[src/design/pfim_pkg.sv]
`default_nettype none
// ----------------------------------------------------------------------------
// pfim_pkg: shared types, constants and functions of the fragment ion ladder
// Residue mass table in micro-daltons, mode codes, saturating helpers.
// ----------------------------------------------------------------------------
package pfim_pkg;

  localparam int MAX_RESIDUES = 64;
  localparam int ADDR_W       = $clog2(MAX_RESIDUES);
  localparam int CNT_W        = $clog2(MAX_RESIDUES + 1);
  localparam int MASS_W       = 34;
  localparam int RES_W        = 28;
  localparam int ION_W        = 7;

  localparam logic [MASS_W-1:0] PROTON_UDA = 34'd1007330;
  localparam logic [MASS_W-1:0] WATER_UDA  = 34'd18010780;
  localparam logic [MASS_W-1:0] MASS_MAX   = {MASS_W{1'b1}};
  localparam logic [ION_W-1:0]  ION_MAX    = {ION_W{1'b1}};

  localparam logic [1:0] MODE_B   = 2'd0;
  localparam logic [1:0] MODE_Y   = 2'd1;
  localparam logic [1:0] MODE_ALL = 2'd2;

  typedef struct packed {
    logic [RES_W-1:0] mass;
    logic             known;
  } lookup_t;

  function automatic lookup_t residue_mass(input logic [7:0] code);
    lookup_t r;
    r.known = 1'b1;
    case (code)
      8'h41:   r.mass = 28'd71037110;   // A
      8'h52:   r.mass = 28'd156101110;  // R
      8'h4E:   r.mass = 28'd114042930;  // N
      8'h44:   r.mass = 28'd115026940;  // D
      8'h43:   r.mass = 28'd160030654;  // C, carbamidomethyl
      8'h45:   r.mass = 28'd129042590;  // E
      8'h51:   r.mass = 28'd128058580;  // Q
      8'h47:   r.mass = 28'd57021460;   // G
      8'h48:   r.mass = 28'd137058910;  // H
      8'h49:   r.mass = 28'd113084060;  // I
      8'h4C:   r.mass = 28'd113084060;  // L
      8'h4B:   r.mass = 28'd128094960;  // K
      8'h4D:   r.mass = 28'd131040490;  // M
      8'h46:   r.mass = 28'd147068410;  // F
      8'h50:   r.mass = 28'd97052760;   // P
      8'h53:   r.mass = 28'd87032030;   // S
      8'h54:   r.mass = 28'd101047680;  // T
      8'h57:   r.mass = 28'd186079310;  // W
      8'h59:   r.mass = 28'd163063330;  // Y
      8'h56:   r.mass = 28'd99068410;   // V
      8'h55:   r.mass = 28'd150953630;  // U
      default: begin
        r.mass  = '0;
        r.known = 1'b0;
      end
    endcase
    return r;
  endfunction

  // add a residue mass to a running mass, clamp at full scale
  function automatic logic [MASS_W-1:0] add_sat(input logic [MASS_W-1:0] a,
                                                input logic [RES_W-1:0] b);
    logic [MASS_W:0] s;
    s = {1'b0, a} + {{(MASS_W + 1 - RES_W){1'b0}}, b};
    return s[MASS_W] ? MASS_MAX : s[MASS_W-1:0];
  endfunction

  function automatic logic [ION_W-1:0] ion_sat(input logic [CNT_W-1:0] n);
    logic [31:0] w;
    w = 32'(n);
    return (w > 32'(ION_MAX)) ? ION_MAX : w[ION_W-1:0];
  endfunction

endpackage
`default_nettype wire

[src/design/peptide_fragment_ion_masses_core.sv]
`default_nettype none
// ----------------------------------------------------------------------------
// peptide_fragment_ion_masses_core: b / y / prefix fragment ion mass ladder
// Sums residue masses per peptide and emits singly protonated fragment masses.
// ----------------------------------------------------------------------------
// Usage:
//   in_*   : one residue letter per item, in_end_of_peptide on the last one.
//   out_*  : fragment items, out_last_fragment on the last of a peptide.
//   cfg_*  : writes fragment_mode (0 b ions, 1 y ions, 2 all prefixes);
//            write only while idle. cfg_ready is always high.
// Flow:
//   A b or prefix item appears in the output register the cycle after a
//   residue is taken. In y mode the end residue starts a walk back through
//   the residue memory: per y ion, one synchronous read, then one add and
//   load, which waits while the output register is full. No residue is
//   taken during that walk.
// Reset: mode 0, peptide state cleared, output empty. The residue memory is
//   not cleared; only entries written in the current peptide are read.
// Stall: a full output register holds until taken; input stops while the
//   output register is full and not being drained.
// ----------------------------------------------------------------------------
module peptide_fragment_ion_masses_core (
  input  wire logic                         clk,
  input  wire logic                         rst_n,
  input  wire logic                         in_valid,
  output      logic                         in_ready,
  input  wire logic [7:0]                   in_residue_code,
  input  wire logic                         in_end_of_peptide,
  output      logic                         out_valid,
  input  wire logic                         out_ready,
  output      logic [pfim_pkg::MASS_W-1:0]  out_fragment_mass,
  output      logic [pfim_pkg::ION_W-1:0]   out_ion_number,
  output      logic                         out_last_fragment,
  output      logic                         out_unknown_residue,
  output      logic                         out_length_overflow,
  input  wire logic                         cfg_valid,
  output      logic                         cfg_ready,
  input  wire logic [1:0]                   cfg_fragment_mode
);

  typedef enum logic [1:0] {ST_IDLE, ST_Y_RD, ST_Y_EMIT} state_t;

  state_t                          state_r;
  logic [1:0]                      mode_r;
  logic [pfim_pkg::MASS_W-1:0]     running_r;
  logic [pfim_pkg::CNT_W-1:0]      count_r;
  logic                            unknown_r;
  logic                            overflow_r;
  logic [pfim_pkg::CNT_W-1:0]      y_idx_r;
  logic [pfim_pkg::MASS_W-1:0]     sum_r;
  logic [pfim_pkg::RES_W-1:0]      rd_data_r;

  logic                            out_valid_r;
  logic [pfim_pkg::MASS_W-1:0]     out_mass_r;
  logic [pfim_pkg::ION_W-1:0]      out_ion_r;
  logic                            out_last_r;
  logic                            out_unk_r;
  logic                            out_ovf_r;

  logic [pfim_pkg::RES_W-1:0]      mem [pfim_pkg::MAX_RESIDUES];

  pfim_pkg::lookup_t               lk;
  logic                            out_free;
  logic                            accept;
  logic                            room;
  logic                            unk_nxt;
  logic                            ovf_nxt;
  logic [pfim_pkg::MASS_W-1:0]     run_nxt;
  logic [pfim_pkg::CNT_W-1:0]      cnt_inc;
  logic [pfim_pkg::CNT_W-1:0]      cnt_after;
  logic [pfim_pkg::ADDR_W-1:0]     rd_addr;
  logic [pfim_pkg::CNT_W-1:0]      rd_diff;
  logic [pfim_pkg::MASS_W-1:0]     y_mass;
  logic                            y_last;

  always_comb begin
    lk        = pfim_pkg::residue_mass(in_residue_code);
    out_free  = !out_valid_r || out_ready;
    in_ready  = (state_r == ST_IDLE) && out_free;
    accept    = in_valid && in_ready;
    room      = count_r < pfim_pkg::CNT_W'(pfim_pkg::MAX_RESIDUES);
    unk_nxt   = unknown_r | (room & !lk.known);
    ovf_nxt   = overflow_r | !room;
    run_nxt   = pfim_pkg::add_sat(running_r, lk.mass);
    cnt_inc   = count_r + pfim_pkg::CNT_W'(1);
    cnt_after = room ? cnt_inc : count_r;
    rd_diff   = count_r - y_idx_r;
    rd_addr   = rd_diff[pfim_pkg::ADDR_W-1:0];
    y_mass    = pfim_pkg::add_sat(sum_r, rd_data_r);
    y_last    = (y_idx_r == count_r);
  end

  // residue memory: write on a taken residue, read while walking y ions
  always_ff @(posedge clk) begin
    if (accept && room) begin
      mem[count_r[pfim_pkg::ADDR_W-1:0]] <= lk.mass;
    end
    if (state_r == ST_Y_RD) begin
      rd_data_r <= mem[rd_addr];
    end
  end

  always_ff @(posedge clk) begin
    if (!rst_n) begin
      state_r     <= ST_IDLE;
      mode_r      <= pfim_pkg::MODE_B;
      running_r   <= pfim_pkg::PROTON_UDA;
      count_r     <= '0;
      unknown_r   <= 1'b0;
      overflow_r  <= 1'b0;
      out_valid_r <= 1'b0;
    end else begin
      if (cfg_valid && cfg_ready) begin
        mode_r <= cfg_fragment_mode;
      end
      if (out_valid_r && out_ready) begin
        out_valid_r <= 1'b0;
      end
      case (state_r)
        ST_IDLE: begin
          if (accept) begin
            if (room) begin
              running_r <= run_nxt;
              count_r   <= cnt_inc;
              if (mode_r == pfim_pkg::MODE_B && count_r != '0) begin
                out_valid_r <= 1'b1;
                out_mass_r  <= running_r;
                out_ion_r   <= pfim_pkg::ion_sat(count_r);
                out_last_r  <= in_end_of_peptide;
                out_unk_r   <= unk_nxt;
                out_ovf_r   <= ovf_nxt;
              end
              if (mode_r == pfim_pkg::MODE_ALL) begin
                out_valid_r <= 1'b1;
                out_mass_r  <= run_nxt;
                out_ion_r   <= pfim_pkg::ion_sat(cnt_inc);
                out_last_r  <= in_end_of_peptide;
                out_unk_r   <= unk_nxt;
                out_ovf_r   <= ovf_nxt;
              end
            end
            unknown_r  <= unk_nxt;
            overflow_r <= ovf_nxt;
            if (in_end_of_peptide) begin
              if (mode_r == pfim_pkg::MODE_Y && cnt_after != '0) begin
                // walk back from the newest residue
                state_r <= ST_Y_RD;
                y_idx_r <= pfim_pkg::CNT_W'(1);
                sum_r   <= pfim_pkg::PROTON_UDA + pfim_pkg::WATER_UDA;
              end else begin
                running_r  <= pfim_pkg::PROTON_UDA;
                count_r    <= '0;
                unknown_r  <= 1'b0;
                overflow_r <= 1'b0;
              end
            end
          end
        end
        ST_Y_RD: begin
          state_r <= ST_Y_EMIT;
        end
        ST_Y_EMIT: begin
          if (out_free) begin
            out_valid_r <= 1'b1;
            out_mass_r  <= y_mass;
            out_ion_r   <= pfim_pkg::ion_sat(y_idx_r);
            out_last_r  <= y_last;
            out_unk_r   <= unknown_r;
            out_ovf_r   <= overflow_r;
            sum_r       <= y_mass;
            if (y_last) begin
              state_r    <= ST_IDLE;
              running_r  <= pfim_pkg::PROTON_UDA;
              count_r    <= '0;
              unknown_r  <= 1'b0;
              overflow_r <= 1'b0;
            end else begin
              y_idx_r <= y_idx_r + pfim_pkg::CNT_W'(1);
              state_r <= ST_Y_RD;
            end
          end
        end
        default: begin
          state_r <= ST_IDLE;
        end
      endcase
    end
  end

  assign cfg_ready           = 1'b1;
  assign out_valid           = out_valid_r;
  assign out_fragment_mass   = out_mass_r;
  assign out_ion_number      = out_ion_r;
  assign out_last_fragment   = out_last_r;
  assign out_unknown_residue = out_unk_r;
  assign out_length_overflow = out_ovf_r;

endmodule
`default_nettype wire
[config.mk]
export PLATFORM = sky130hd
export DESIGN_NAME = peptide_fragment_ion_masses_core
export DESIGN_NICKNAME = d
export VERILOG_FILES = /design/src/design/pfim_pkg.sv /design/src/design/peptide_fragment_ion_masses_core.sv
export SDC_FILE = /design/constraint.sdc
export NUM_CORES = 2
export LEC_CHECK = 0
export BUFFER_PORTS_ARGS = -buffer_cell sky130_fd_sc_hd__buf_2
export CAP_MARGIN = 20
export CORE_ASPECT_RATIO = 1.25
export CORE_MARGIN = 4
export CORE_UTILIZATION = 40
export CTS_BUF_LIST = sky130_fd_sc_hd__clkbuf_16
export DETAILED_ROUTE_END_ITERATION = 8
export PLACE_DENSITY = 0.61
export REMOVE_ABC_BUFFERS = 1
export SETUP_SLACK_MARGIN = 0.15
export SYNTH_ARGS = -nofsm -noshare
export SYNTH_HDL_FRONTEND = slang
export SYNTH_SLANG_ARGS = --single-unit
export TNS_END_PERCENT = 50
[constraint.sdc]
create_clock -name clk -period 12.11 [get_ports clk]
set_input_delay 2.422 -clock clk [delete_from_list [all_inputs] [get_ports clk]]
set_output_delay 2.422 -clock clk [all_outputs]
set_load 0.01 [all_outputs]
==> flow_metrics.env <==
export IMPL_status="completed"
export IMPL_pre_cts_ws_ns=3.446
export IMPL_setup_tns_ns=0
export IMPL_async_flop_share_pct=0
export IMPL_yosysUniqueCellTypes=86
export IMPL_max_freq_mhz=130.7
export IMPL_start_kind="input pin"
export IMPL_post_cts_resized=0
export IMPL_syn_area_per_cell_um2=19.81
export IMPL_drt_total_wl_mm=200.8
export IMPL_hp_class="register to register"
export IMPL_synth_ff_type="edfxtp_1"
export IMPL_syn_to_final_growth_pct=12.97
export IMPL_syn_area_mm2=0.07684
export IMPL_hpwl_mm=111.7
export IMPL_slew_headroom_pct=24.53
export IMPL_seqPwrFrac_pct=53.6
export IMPL_dieArea_mm2=0.1992
export IMPL_clock_skew_ns=0.03058
export IMPL_postCtsHoldBufs=0
export IMPL_regToRegEndpoint="rd_data_r[19]"
export IMPL_io_buffers=61
export IMPL_clock_sinks=1888
export IMPL_gp_congestion=0.8814
export IMPL_fin_nets=4120
export IMPL_drt_iter0_drc=4122
export IMPL_fin_ws_ns=4.458
export IMPL_rsz0062_at_grt="false"
export IMPL_r2r_slack_ns=5.98
export IMPL_postRouteAntennaNets=0
export IMPL_grt_first_pass_wirelength_mm=287.8
export IMPL_min_from="running_r[8]"
export IMPL_initial_utilization_pct=40.32
export IMPL_vias=39090
export IMPL_synth_edff_count=1840
export IMPL_grt_overflow=0
export IMPL_reg2reg_from="count_r[0]"
export IMPL_end_kind="register"
export IMPL_clockBufferDepth=3
export IMPL_clkTransAtPathRegs_ns=0.06
export IMPL_path_class="input pin to register"
export IMPL_worstMarginPinSlew_ns=1.120
export IMPL_p_int_uw=10420
export IMPL_cts_tree="yes"
export IMPL_p_per_area_mw_per_mm2=153.8
export IMPL_period_share_pct=63.19
export IMPL_rows=179
export IMPL_place_area_mm2=0.08136
export IMPL_drive_gt1_share_pct=26.30
export IMPL_clkLatencyLatePin_ns=0.82
export IMPL_combPwrFrac_pct=7.0
export IMPL_p_leak_uw=0.02544
export IMPL_syn_inst=3879
export IMPL_antenna_found_initial=12
export IMPL_htreeDepth=4
export IMPL_viasPerCell=5.817
export IMPL_drtPass1Iterations=6
export IMPL_dieWidth_um=400.0
export IMPL_core_area_mm2=0.1906
export IMPL_yosysSeqAreaShare_pct=73.15
export IMPL_period_minus_slack_ns=7.652
export IMPL_root_buffer="clkbuf_16"
export IMPL_grt_use_total_pct=20.17
export IMPL_cts_buffers=175
export IMPL_grt_pass1_vias=39710
export IMPL_slew_viol_final=0
export IMPL_cp_required_ns=12.67
export IMPL_cts_setup_buffers=0
export IMPL_peakVddDrop_mv=0.1747
export IMPL_wl_per_cell_um=29.88
export IMPL_crit_arrival_ns=8.22
export IMPL_utilization_pct=45.55
export IMPL_min_path_cells=2
export IMPL_ys_warn_count=0
export IMPL_num_fill_cells=15920
export IMPL_route_detailed_drc=0
export IMPL_reg2reg_depth=10
export IMPL_swShare_pct=21.98
export IMPL_hold_viol=0
export IMPL_switching_power_uw=2934
export IMPL_ios=63
export IMPL_die_y_um=498.0
export IMPL_finalSetupViolations=0
export IMPL_maxCapViolCount=0
export IMPL_worstHoldEndpoint="running_r[8]"
export IMPL_ys_ff_latch=1888
export IMPL_critPathMaxFanout=65
export IMPL_final_area_mm2=0.08681
export IMPL_grt_max_degree=89
export IMPL_p_clk_share_pct=39.4
## through the flow
stage          std cells  hold WS, ns  total power [uW]
2_1_floorplan       3669       0.4480              8265
3_3_place_gp        6389       0.4704              8248
3_5_place_dp        6393       0.4842              8253
4_1_cts             6711       0.4926             13470
5_1_grt             6715       0.5200             13780
6_report            6720       0.4923             13350
## metal layers
layer | vias to the layer above | track usage (%) | share of wire [%]
met4 | 0 | 7.362 | 3.8
met3 | 291 | 2.905 | 6.6
met1 | 20940 | 26.86 | 39
met2 | 1469 | 33.87 | 50
li1 | 16390 | - | -
met5 | - | 0 | 0
## cell usage after synthesis, types with 9 or more instances
master | count | area [um^2]
and3_1 | 20 | 125.1
clkbuf_1 | 136 | 510.5
a211oi_1 | 39 | 292.8
a21oi_1 | 132 | 660.6
a31oi_1 | 14 | 87.58
nand2b_1 | 18 | 112.6
buf_1 | 31 | 116.4
a21o_1 | 36 | 270.3
xor2_1 | 23 | 201.4
nor2b_1 | 52 | 325.3
nand3_1 | 33 | 165.2
nor3_1 | 23 | 115.1
and2_1 | 12 | 75.07
dfxtp_1 | 48 | 960.9
a22oi_1 | 9 | 67.56
ha_1 | 63 | 788.3
mux2i_1 | 35 | 350.3
o21ai_0 | 96 | 480.5
or3_1 | 13 | 81.33
o21a_1 | 19 | 142.6
nor2_1 | 219 | 822.0
xnor2_1 | 36 | 315.3
o211ai_1 | 19 | 142.6
o21bai_1 | 15 | 112.6
inv_1 | 34 | 127.6
buf_2 | 41 | 205.2
mux4_2 | 540 | 12160
nand2_1 | 139 | 521.8
edfxtp_1 | 1840 | 55250
o22ai_1 | 15 | 93.84
## kinds of logic after synthesis
| group | after synthesis | share of synthesized area (%) |
|---|---|---|
| AOI/OAI and AO/OA | 486 | 4.158 |
| xor gates and xnor gates | 59 | 0.6724 |
| adders and majority gates | 66 | 1.104 |
| buffers and inverters | 245 | 1.278 |
| DFF | 1888 | 73.15 |
| muxes | 576 | 16.30 |
| other | 1 | 0.004880 |
| and+or+nand+nor | 558 | 3.333 |
## cells in the final DEF, fill, tap and decap left out, types with 9 or more instances in the layout
cell / instances
o22ai_1: 15
mux2i_1: 35
clkinv_1: 36
nor2b_1: 49
edfxtp_1: 1840
nand3_1: 33
buf_2: 61
and2_1: 12
bufinv_16: 10
o211ai_1: 19
clkinv_2: 30
nor2_1: 141
o21a_1: 17
a21oi_1: 131
mux4_2: 540
o21ai_0: 96
xnor2_1: 32
xor2_1: 23
or3_1: 13
a31oi_1: 14
inv_1: 83
dfxtp_1: 48
nor3_1: 21
a22oi_1: 9
a21o_1: 36
buf_4: 121
a211oi_1: 37
o21bai_1: 15
clkbuf_16: 180
nor2_4: 78
nand2b_1: 17
nand2_1: 138
ha_1: 62
and3_1: 19
## worst max-delay path, stage by stage
cell and delay, ns:
buf_2 0.60, clkinv_1 0.73, nand2_1 0.23, o32ai_1 0.12
a221oi_1 0.54, nor2_4 0.03, buf_4 0.34, ha_1 0.47
nand2_1 0.09, nor2_1 0.05, a2111o_1 0.41, a21oi_2 0.33
o31a_1 0.88, nand2_1 0.32, o211a_1 0.30, or3_1 0.33
## cell type report
cell class	count	area [um^2]	share of cell area [%]
Inverter	35	131.4	0.1513
Antenna cell	7	17.52	0.02018
Sequential cell	1888	56210	64.76
Multi-Input combinational cell	1746	20440	23.55
Clock buffer	180	4504	5.189
Timing Repair Buffer	192	1443	1.662
Clock inverter	138	888.4	1.023
Tap cell	2534	3171	3.652
## registers in the layout (all words and copies together) (netlist names)
register / flops
overflow_r: 1
out_ion_number: 7
state_r: 2
out_last_fragment: 1
out_valid: 1
mode_r: 2
running_r: 34
unknown_r: 1
rd_data_r: 27
out_unknown_residue: 1
mem: 1728
count_r: 7
y_idx_r: 7
out_fragment_mass: 34
sum_r: 34
out_length_overflow: 1
## power groups by stage
stage | clock (uW) | combinational (uW) | sequential (uW)
finish | 5250 | 935 | 7160
CTS | 5360 | 954 | 7160
floorplan | 0 | 964 | 7300
global route | 5620 | 995 | 7160
detailed placement | 0 | 953 | 7300
global placement | 0 | 949 | 7300
## worst max path at each step
stage                  startpoint                    end  slack, ns  cells past startpoint
4_1_cts        in_residue_code[4]  out_fragment_mass[31]       4.32                     16
6_report       in_residue_code[1]  out_fragment_mass[31]       4.46                     16
2_1_floorplan          count_r[0]          rd_data_r[10]      -6.68                      7
3_5_place_dp   in_residue_code[4]  out_fragment_mass[31]       3.45                     16
5_1_grt        in_residue_code[1]  out_fragment_mass[31]       4.11                     16
3_3_place_gp   in_residue_code[4]  out_fragment_mass[31]       3.57                     16
Note: power is estimated with default switching activity, not from simulation.
